$ cat src/rtl/klex_pkg.sv
package klex_pkg;

  localparam int MAX_TOKEN_LEN_DEF = 32;

  localparam logic [3:0] KIND_ERROR   = 4'd0;
  localparam logic [3:0] KIND_VAR     = 4'd1;
  localparam logic [3:0] KIND_COLON   = 4'd2;
  localparam logic [3:0] KIND_ID      = 4'd3;
  localparam logic [3:0] KIND_COMMA   = 4'd4;
  localparam logic [3:0] KIND_INTEGER = 4'd5;
  localparam logic [3:0] KIND_REAL    = 4'd6;
  localparam logic [3:0] KIND_SEMI    = 4'd7;
  localparam logic [3:0] KIND_ASSIGN  = 4'd8;
  localparam logic [3:0] KIND_IF      = 4'd9;
  localparam logic [3:0] KIND_THEN    = 4'd10;
  localparam logic [3:0] KIND_PLUS    = 4'd11;

  localparam logic [7:0] CH_COLON = 8'h3A;
  localparam logic [7:0] CH_COMMA = 8'h2C;
  localparam logic [7:0] CH_SEMI  = 8'h3B;
  localparam logic [7:0] CH_PLUS  = 8'h2B;
  localparam logic [7:0] CH_EQ    = 8'h3D;
  localparam logic [7:0] CH_SP    = 8'h20;
  localparam logic [7:0] CH_TAB   = 8'h09;
  localparam logic [7:0] CH_NL    = 8'h0A;

  // keyword table indexes
  localparam int NUM_KW = 6;
  localparam logic [2:0] KW_VAR     = 3'd0;
  localparam logic [2:0] KW_INTEGER = 3'd1;
  localparam logic [2:0] KW_REAL    = 3'd2;
  localparam logic [2:0] KW_IF      = 3'd3;
  localparam logic [2:0] KW_THEN    = 3'd4;
  localparam logic [2:0] KW_ASSIGN  = 3'd5;

  // keyword bytes, first character in the lowest byte
  function automatic logic [63:0] kw_text(input logic [2:0] kw);
    logic [63:0] t;
    t = '0;
    unique case (kw)
      KW_VAR:     t = 64'h0000_0000_0072_6176;
      KW_INTEGER: t = 64'h0072_6567_6574_6E69;
      KW_REAL:    t = 64'h0000_0000_6C61_6572;
      KW_IF:      t = 64'h0000_0000_0000_6669;
      KW_THEN:    t = 64'h0000_0000_6E65_6874;
      KW_ASSIGN:  t = 64'h0000_0000_0000_3D3A;
      default:    t = '0;
    endcase
    return t;
  endfunction

  function automatic logic [3:0] kw_len(input logic [2:0] kw);
    logic [3:0] n;
    n = 4'd0;
    unique case (kw)
      KW_VAR:     n = 4'd3;
      KW_INTEGER: n = 4'd7;
      KW_REAL:    n = 4'd4;
      KW_IF:      n = 4'd2;
      KW_THEN:    n = 4'd4;
      KW_ASSIGN:  n = 4'd2;
      default:    n = 4'd0;
    endcase
    return n;
  endfunction

  function automatic logic kw_hit(input logic [2:0] kw, input logic [2:0] pos,
                                  input logic [7:0] c);
    logic [63:0] t;
    t = kw_text(kw);
    return ({1'b0, pos} < kw_len(kw)) && (t[{pos, 3'b000} +: 8] == c);
  endfunction

  function automatic logic is_letter(input logic [7:0] c);
    return (c >= 8'h41 && c <= 8'h5A) || (c >= 8'h61 && c <= 8'h7A);
  endfunction

  function automatic logic is_digit(input logic [7:0] c);
    return c >= 8'h30 && c <= 8'h39;
  endfunction

  function automatic logic is_white(input logic [7:0] c);
    return c == CH_SP || c == CH_TAB || c == CH_NL;
  endfunction

  function automatic logic is_punct(input logic [7:0] c);
    return c == CH_COLON || c == CH_COMMA || c == CH_SEMI || c == CH_PLUS;
  endfunction

  function automatic logic [15:0] sat_inc(input logic [15:0] v);
    return (v == 16'hFFFF) ? v : v + 16'd1;
  endfunction

endpackage

$ cat src/rtl/klex_ram.sv
module klex_ram #(
  parameter int WIDTH = 8,
  parameter int DEPTH = 32
) (
  input  logic                     clk,
  input  logic                     we,
  input  logic [$clog2(DEPTH)-1:0] wr_addr,
  input  logic [WIDTH-1:0]         wr_data,
  input  logic                     re,
  input  logic [$clog2(DEPTH)-1:0] rd_addr,
  output logic [WIDTH-1:0]         rd_data
);

  logic [WIDTH-1:0] mem [DEPTH];

  always_ff @(posedge clk) begin
    if (we) begin
      mem[wr_addr] <= wr_data;
    end
    if (re) begin
      rd_data <= mem[rd_addr];
    end
  end

endmodule

$ cat src/rtl/keyword_token_lexer.sv
// one character beat is taken per cycle while no token is being sent
// a beat that ends a token holds in_tready low until every character of that token has been read
// from the buffer ram into the output register, one entry at a time with a single read in flight
// and each read issued only while the output register is empty or being taken
// synchronous active-low reset clears fill, flags and the sequencer, sets line to 1
// and column to 0; the buffer ram is not cleared, only written entries are read
module keyword_token_lexer
  import klex_pkg::*;
#(
  parameter int MAX_TOKEN_LEN = MAX_TOKEN_LEN_DEF
) (
  input  logic        clk,
  input  logic        rst_n,
  input  logic        in_tvalid,
  output logic        in_tready,
  input  logic [7:0]  in_tdata,   // [7:0] char_in
  input  logic        in_tuser,   // [0] func
  output logic        out_tvalid,
  input  logic        out_tready,
  // [3:0] token_kind, [9:4] token_length, [17:10] lexeme_char,
  // [33:18] line_number, [49:34] column_number, [55:50] zero
  output logic [55:0] out_tdata,
  output logic        out_tlast   // last_char
);

  localparam int FILL_W = $clog2(MAX_TOKEN_LEN + 1);
  localparam int ADDR_W = $clog2(MAX_TOKEN_LEN);
  localparam logic [FILL_W-1:0] MAX_FILL = FILL_W'(MAX_TOKEN_LEN);

  localparam logic S_IDLE = 1'b0;
  localparam logic S_EMIT = 1'b1;

  logic              state_r, state_nxt;
  logic [FILL_W-1:0] fill_r, fill_nxt;
  logic              ovf_r, ovf_nxt;
  logic              idok_r, idok_nxt;
  logic [NUM_KW-1:0] m_r, m_nxt;
  logic [7:0]        first_r, first_nxt;
  logic [7:0]        second_r, second_nxt;
  logic [15:0]       line_r, line_nxt;
  logic [15:0]       col_r, col_nxt;

  logic [3:0]        kind_r;
  logic [FILL_W-1:0] len_r;
  logic [15:0]       eline_r, ecol_r;
  logic [FILL_W-1:0] rd_idx_r;
  logic              rd_pend_r;
  logic              pend_wr_r;
  logic [7:0]        pend_char_r;

  logic              out_valid_r;
  logic [3:0]        o_kind_r;
  logic [5:0]        o_len_r;
  logic [7:0]        o_char_r;
  logic [15:0]       o_line_r, o_col_r;
  logic              o_last_r;

  logic [7:0]        c;
  logic              in_fire, is_eoi, c_white, ends_char, emit_go;
  logic [FILL_W-1:0] fill0;
  logic [3:0]        kind_now;
  logic              done, issue;
  logic              ram_we;
  logic [ADDR_W-1:0] ram_waddr;
  logic [7:0]        ram_wdata, ram_rdata;

  assign c       = in_tdata;
  assign is_eoi  = in_tuser;
  assign in_tready = (state_r == S_IDLE);
  assign in_fire = in_tvalid & in_tready;
  assign c_white = is_white(c);

  always_comb begin
    priority if (is_punct(c) || c_white) begin
      ends_char = (fill_r != '0);
    end else if (fill_r == FILL_W'(1) && is_punct(first_r) && c != CH_EQ) begin
      ends_char = 1'b1;
    end else if (fill_r >= FILL_W'(2) && first_r == CH_COLON && second_r == CH_EQ) begin
      ends_char = 1'b1;
    end else begin
      ends_char = 1'b0;
    end
  end

  assign emit_go = in_fire & (is_eoi ? (fill_r != '0) : ends_char);
  assign fill0   = ends_char ? '0 : fill_r;

  // classification from flags kept while the token was collected
  always_comb begin
    priority if (ovf_r) begin
      kind_now = KIND_ERROR;
    end else if (m_r[KW_VAR] && fill_r == FILL_W'(3)) begin
      kind_now = KIND_VAR;
    end else if (fill_r == FILL_W'(1) && first_r == CH_COLON) begin
      kind_now = KIND_COLON;
    end else if (fill_r == FILL_W'(1) && first_r == CH_COMMA) begin
      kind_now = KIND_COMMA;
    end else if (m_r[KW_INTEGER] && fill_r == FILL_W'(7)) begin
      kind_now = KIND_INTEGER;
    end else if (m_r[KW_REAL] && fill_r == FILL_W'(4)) begin
      kind_now = KIND_REAL;
    end else if (fill_r == FILL_W'(1) && first_r == CH_SEMI) begin
      kind_now = KIND_SEMI;
    end else if (m_r[KW_ASSIGN] && fill_r == FILL_W'(2)) begin
      kind_now = KIND_ASSIGN;
    end else if (m_r[KW_IF] && fill_r == FILL_W'(2)) begin
      kind_now = KIND_IF;
    end else if (m_r[KW_THEN] && fill_r == FILL_W'(4)) begin
      kind_now = KIND_THEN;
    end else if (fill_r == FILL_W'(1) && first_r == CH_PLUS) begin
      kind_now = KIND_PLUS;
    end else if (idok_r && fill_r != '0) begin
      kind_now = KIND_ID;
    end else begin
      kind_now = KIND_ERROR;
    end
  end

  always_comb begin
    fill_nxt   = fill_r;
    ovf_nxt    = ovf_r;
    idok_nxt   = idok_r;
    m_nxt      = m_r;
    first_nxt  = first_r;
    second_nxt = second_r;
    line_nxt   = line_r;
    col_nxt    = col_r;
    if (in_fire) begin
      if (is_eoi) begin
        if (fill_r != '0) begin
          fill_nxt = '0;
          ovf_nxt  = 1'b0;
        end
      end else begin
        col_nxt = sat_inc(col_r);
        if (ends_char) begin
          fill_nxt = '0;
          ovf_nxt  = 1'b0;
        end
        if (!c_white) begin
          if (fill0 < MAX_FILL) begin
            fill_nxt = fill0 + FILL_W'(1);
            if (fill0 == '0) begin
              first_nxt = c;
              idok_nxt  = is_letter(c);
            end else begin
              idok_nxt = idok_r & (is_letter(c) | is_digit(c));
            end
            if (fill0 == FILL_W'(1)) begin
              second_nxt = c;
            end
            for (int k = 0; k < NUM_KW; k++) begin
              if (fill0 == '0) begin
                m_nxt[k] = kw_hit(3'(k), 3'd0, c);
              end else begin
                m_nxt[k] = m_r[k] & (fill0 < FILL_W'(8)) & kw_hit(3'(k), fill0[2:0], c);
              end
            end
          end else begin
            ovf_nxt = 1'b1;
          end
        end
        if (c == CH_NL) begin
          line_nxt = sat_inc(line_r);
          col_nxt  = '0;
        end
      end
    end
  end

  // read sweep: one read in flight, issued only when the output slot frees
  assign done  = (state_r == S_EMIT) && (rd_idx_r == len_r) && !rd_pend_r;
  assign issue = (state_r == S_EMIT) && (rd_idx_r != len_r) && !rd_pend_r &&
                 (!out_valid_r || out_tready);

  always_comb begin
    state_nxt = state_r;
    if (emit_go) begin
      state_nxt = S_EMIT;
    end else if (done) begin
      state_nxt = S_IDLE;
    end
  end

  // a character that starts a new token waits until the old one has been read out
  assign ram_we    = done ? pend_wr_r
                          : (in_fire & !is_eoi & !c_white & !ends_char & (fill0 < MAX_FILL));
  assign ram_waddr = done ? '0 : fill0[ADDR_W-1:0];
  assign ram_wdata = done ? pend_char_r : c;

  klex_ram #(
    .WIDTH(8),
    .DEPTH(MAX_TOKEN_LEN)
  ) u_buf (
    .clk     (clk),
    .we      (ram_we),
    .wr_addr (ram_waddr),
    .wr_data (ram_wdata),
    .re      (issue),
    .rd_addr (rd_idx_r[ADDR_W-1:0]),
    .rd_data (ram_rdata)
  );

  always_ff @(posedge clk) begin
    if (!rst_n) begin
      state_r     <= S_IDLE;
      fill_r      <= '0;
      ovf_r       <= 1'b0;
      idok_r      <= 1'b0;
      m_r         <= '0;
      line_r      <= 16'd1;
      col_r       <= '0;
      rd_idx_r    <= '0;
      len_r       <= '0;
      rd_pend_r   <= 1'b0;
      pend_wr_r   <= 1'b0;
      out_valid_r <= 1'b0;
    end else begin
      state_r   <= state_nxt;
      fill_r    <= fill_nxt;
      ovf_r     <= ovf_nxt;
      idok_r    <= idok_nxt;
      m_r       <= m_nxt;
      line_r    <= line_nxt;
      col_r     <= col_nxt;
      rd_pend_r <= issue;
      if (emit_go) begin
        len_r     <= fill_r;
        rd_idx_r  <= '0;
        pend_wr_r <= !is_eoi & !c_white;
      end else begin
        if (issue) begin
          rd_idx_r <= rd_idx_r + FILL_W'(1);
        end
        if (done) begin
          pend_wr_r <= 1'b0;
        end
      end
      if (rd_pend_r) begin
        out_valid_r <= 1'b1;
      end else if (out_tready) begin
        out_valid_r <= 1'b0;
      end
    end
  end

  always_ff @(posedge clk) begin
    first_r  <= first_nxt;
    second_r <= second_nxt;
    if (emit_go) begin
      kind_r      <= kind_now;
      eline_r     <= line_r;
      ecol_r      <= col_r;
      pend_char_r <= c;
    end
    if (rd_pend_r) begin
      o_kind_r <= kind_r;
      o_len_r  <= 6'(len_r);
      o_char_r <= ram_rdata;
      o_line_r <= eline_r;
      o_col_r  <= ecol_r;
      o_last_r <= (rd_idx_r == len_r);
    end
  end

  assign out_tvalid = out_valid_r;
  assign out_tdata  = {6'b0, o_col_r, o_line_r, o_char_r, o_len_r, o_kind_r};
  assign out_tlast  = o_last_r;

  a_land_free: assert property (@(posedge clk) disable iff (!rst_n)
    rd_pend_r |-> !out_valid_r)
    else $error("ram read lands on a full output register");

  a_fill_max: assert property (@(posedge clk) disable iff (!rst_n)
    fill_r <= MAX_FILL)
    else $error("token fill beyond buffer depth");

  a_ovf_full: assert property (@(posedge clk) disable iff (!rst_n)
    ovf_r |-> fill_r == MAX_FILL)
    else $error("overflow flagged on a buffer that is not full");

  a_rd_bound: assert property (@(posedge clk) disable iff (!rst_n)
    state_r == S_EMIT |-> (len_r != '0 && rd_idx_r <= len_r))
    else $error("read sweep index out of range");

  a_no_wr_sweep: assert property (@(posedge clk) disable iff (!rst_n)
    (state_r == S_EMIT && !done) |-> !ram_we)
    else $error("buffer written during read sweep");

endmodule
$ cat config.mk
export PLATFORM = sky130hd
export DESIGN_NAME = keyword_token_lexer
export DESIGN_NICKNAME = d
export VERILOG_FILES = /design/src/rtl/klex_pkg.sv /design/src/rtl/klex_ram.sv /design/src/rtl/keyword_token_lexer.sv
export SDC_FILE = /design/constraint.sdc
export NUM_CORES = 1
export LEC_CHECK = 0
export BUFFER_PORTS_ARGS = -buffer_cell sky130_fd_sc_hd__clkbuf_2
export CAP_MARGIN = 20
export CORE_ASPECT_RATIO = 0.5
export CORE_MARGIN = 2
export CORE_UTILIZATION = 55
export DETAILED_ROUTE_END_ITERATION = 7
export GPL_ROUTABILITY_DRIVEN = 0
export PLACE_DENSITY = 0.75
export SYNTH_ARGS = -nofsm -noshare
export SYNTH_HDL_FRONTEND = slang
export SYNTH_SLANG_ARGS = --single-unit
$ cat constraint.sdc
create_clock -name clk -period 4.1 [get_ports clk]
set_clock_uncertainty 0.15 [all_clocks]
set_input_delay 0.41 -clock clk [delete_from_list [all_inputs] [get_ports clk]]
set_output_delay 0.41 -clock clk [all_outputs]
set_load 0.005 [all_outputs]
==> metrics.md <==
| Metric | Value |
|---|---|
| I/O pins | 72 |
| R2r setup slk | 0.24 ns |
| Post-cts hold buffer count | 0 |
| Initial antenna violation count | 0 |
| Post-synth EDFFs | 375 |
| Busiest grt layer | met2 |
| RR Startpoint | first_r[7] |
| Fin nets | 1,219 |
| Worst slew margin | 0.3521 |
| Met2 usage | 0.3841 |
| Placed cells | 1,586 |
| DRC viols | 0 |
| Average size of a mapped cell | 16.63 µm² |
| Via density per instance | 6.111 |
| CTS clk-pin slew, worst paths | 0.06 ns |
| Share of the core filled with cells | 0.6395 |
| DP HPWL | 25,020 µm |
| Share of cells above drive strength 1 | 0.2565 |
| Max-capacitance violation count | 0 |
| DRT Wirelength | 39,790 µm |
| Num CTS Buffers | 38 |
| GR Layer Usage met3 | 0.04225 |
| Initial DRC count | 1,158 |
| #FFs+latches synth | 437 |
| Pre-Repair DR Iteration Count | 6 |
| Critical Path Source Type | register |
| Critical path startpoint | first_r[7] |
| Vias in the first global route | 10,230 |
| First-pass GRT wire length | 61,480 µm |
| Grt ovf | 0 |
| DIE HEIGHT | 131.1 µm |
| Die width | 258.3 µm |
| Worst hold path cell count | 1 |
| Slew Limit Fails | 0 |
| H-tree levels | 2 |
| WP data required | 4.39 ns |
| Postcts setup bufs | 0 |
| Final hold violation count | 0 |
| Setup crit end kind | register |
| Met1 usage | 0.3390 |
| Final Non-Filler Cells | 1,656 |
| Actual slew at the worst max-slew pin | 0.9718 ns |
| Syn-to-layout area delta | 14.26% |
| # diodes | 0 |
| Peak supply drop | 431.2 µV |
| Largest net degree at the start of global routing | 68 |
| Outcome | completed |
| Critical path type | register to register |
| Commonest register cell after synthesis | edfxtp_1 |
| PortBufs | 65 |
| Critical Path AT | 4.15 ns |
| P_leak | 6.679 nW |
| Pwr Density | 444.7 nW/µm² |
| Max Clk Rate | 0.2589 GHz |
| Clock latency on the worst-skew pair | 0.54 ns |
| Vias post-DR | 10,120 |
| Post-synth cell types | 80 |
| Fin crit period | 3.862 ns |
| Drt wl/cell | 24.03 µm |
| Final Setup Violations | 0 |
| Hold Crit Start | in_tdata[6] |
| # clock sinks | 437 |
| CTS resizes | 0 |
| Sequential-to-total area share from yosys stat | 0.7031 |
| CTS tree | yes |
| Maximum buffer depth of the clock tree | 3 |
| Starting Density | 0.5597 |
| Crit path max fanout | 12 |
| Cell row count | 46 |
| Ys async rst share | 0 |
| Mapped Area | 17,780 µm² |
| RSZ-0062 raised after global routing | no |
| Crit Reg-Reg Endpoint | m_r[0] |
| Final period utilization | 0.9420 |
| Hold Path End | pend_char_r[6] |
| Die area | 33,870 µm² |
| Antenna viol nets, final | 0 |
| Syn Inst Count | 1,069 |
| Fin Setup TNS | 0 ns |
| Root buf cell | clkbuf_16 |
| Worst R2R Path Depth | 11 |
| Worst min-delay path class | input pin to register |
| Core Area | 31,770 µm² |
| GR Util All Layers | 0.2373 |
| Synth warnings | 0 |
[registers in the layout, summed over array words and instances, names as in the netlist, 6 cells and up]
register / cells
rd_idx_r: 6
m_r: 6
eline_r: 16
col_r: 16
o_char_r: 8
len_r: 6
o_line_r: 16
second_r: 8
o_len_r: 6
u_buf.rd_data: 8
pend_char_r: 8
fill_r: 6
o_col_r: 16
first_r: 8
line_r: 16
ecol_r: 16
u_buf.mem: 256
[critical path, cell delays in order (launching register included)]
cell      delay [ns]
edfxtp_1        0.37
nor4bb_1        0.78
nand4_1         0.42
or3_1           0.47
nand3_1         0.11
buf_4           0.19
nor2_1          0.08
ha_1            0.31
or2_2           0.33
a21oi_1         0.21
a21oi_1         0.10
o31ai_1         0.23
[where the power goes]
part | leakage, nW | internal [mW] | switching (mW) | total [mW]
Combinational | 2.16 | 0.0910 | 0.236 | 0.327
Sequential | 3.86 | 4.89 | 0.0166 | 4.90
Clock | 0.654 | 2.21 | 1.59 | 3.80
Total | 6.68 | 7.19 | 1.84 | 9.04
[stage by stage]
| stage | area, µm² | worst slack, ns | hold slack, ns | power [mW] |
|---|---|---|---|---|
| 2_1_floorplan | 17800 | 0.1414 | 0.2503 | 5.193 |
| 3_3_place_gp | 18980 | 0.4574 | 0.2546 | 5.311 |
| 3_5_place_dp | 18980 | 0.3875 | 0.2545 | 5.325 |
| 4_1_cts | 20320 | 0.3931 | 0.04994 | 9.077 |
| 5_1_grt | 20320 | 0.1790 | 0.07334 | 9.265 |
| 6_report | 20320 | 0.2377 | 0.06345 | 9.036 |
[logic make-up (layout without fill, tap and decap cells)]
| logic type | Yosys count | count (layout) | synth area share |
|---|---|---|---|
| buf+inv | 73 | 223 | 0.01836 |
| simple gates | 297 | 297 | 0.08809 |
| other cells | 1 | 6 | 0.0002109 |
| mux | 104 | 104 | 0.1158 |
| xor+xnor | 53 | 53 | 0.02610 |
| compound gates | 92 | 92 | 0.03990 |
| fa+ha+maj | 12 | 12 | 0.008443 |
| flops | 437 | 437 | 0.7031 |
[cell usage after synthesis, types with 5 or more instances]
cell	count	area, µm²
edfxtp_1	375	11260
nor2_1	103	386.6
mux4_2	80	1802
dfxtp_1	62	1241
nand2_1	46	172.7
xor2_1	35	306.5
clkbuf_1	29	108.9
nand3_1	25	125.1
nor3_1	22	110.1
a21oi_1	19	95.09
inv_1	19	71.32
nand4_1	19	118.9
xnor2_1	18	157.7
and3_1	14	87.58
mux2_2	13	146.4
o21ai_0	13	65.06
buf_2	12	60.06
ha_1	12	150.1
nor2b_1	11	68.82
mux2i_1	10	100.1
buf_4	8	60.06
or3_1	8	50.05
nor3b_1	7	52.55
and2_1	6	37.54
a31oi_1	5	31.28
and4_1	5	43.79
[worst max-delay path by stage]
stage	to	slack, ns
after floorplan	u_buf.mem[0][1]	0.14
after CTS	m_r[0]	0.39
final	m_r[0]	0.24
after global placement	m_r[0]	0.46
after global routing	m_r[0]	0.18
after detailed placement	u_buf.mem[11][4]	0.39
[cells in the final DEF, fill, tap and decap left out, types with 6 or more instances in the layout]
cell type	synthesis	routed
nand2_1	46	46
dfxtp_1	62	59
xor2_1	35	35
inv_1	19	18
mux2i_1	10	10
and3_1	14	14
clkinv_1	0	6
buf_4	8	66
ha_1	12	12
nor2b_1	11	11
conb_1	1	6
nand4_1	19	19
nor2_1	103	103
o21ai_0	13	10
nor3_1	22	22
nor3b_1	7	7
edfxtp_1	375	375
or3_1	8	8
a21oi_1	19	19
nand3_1	25	25
and2_1	6	6
mux2_2	13	13
xnor2_1	18	18
clkbuf_16	0	41
mux4_2	80	80
clkbuf_1	29	9
clkbuf_2	0	65
[metal layers]
layer	share of wire	up-vias
li1	-	4406
met1	0.41	5131
met2	0.49	509
met3	0.083	74
met4	0.022	0
met5	0	-
[layout make-up]
type                    instances  area, µm²
clock buffers                  53       1101
clock inverters                17      240.2
fillers                      2160      11450
inverters                      20      75.07
multi-input cells             564       4992
flip-flops and latches        437      12510
well taps                     432      540.5
repair buffers                133      860.8
(Power assumes the default switching activity.)
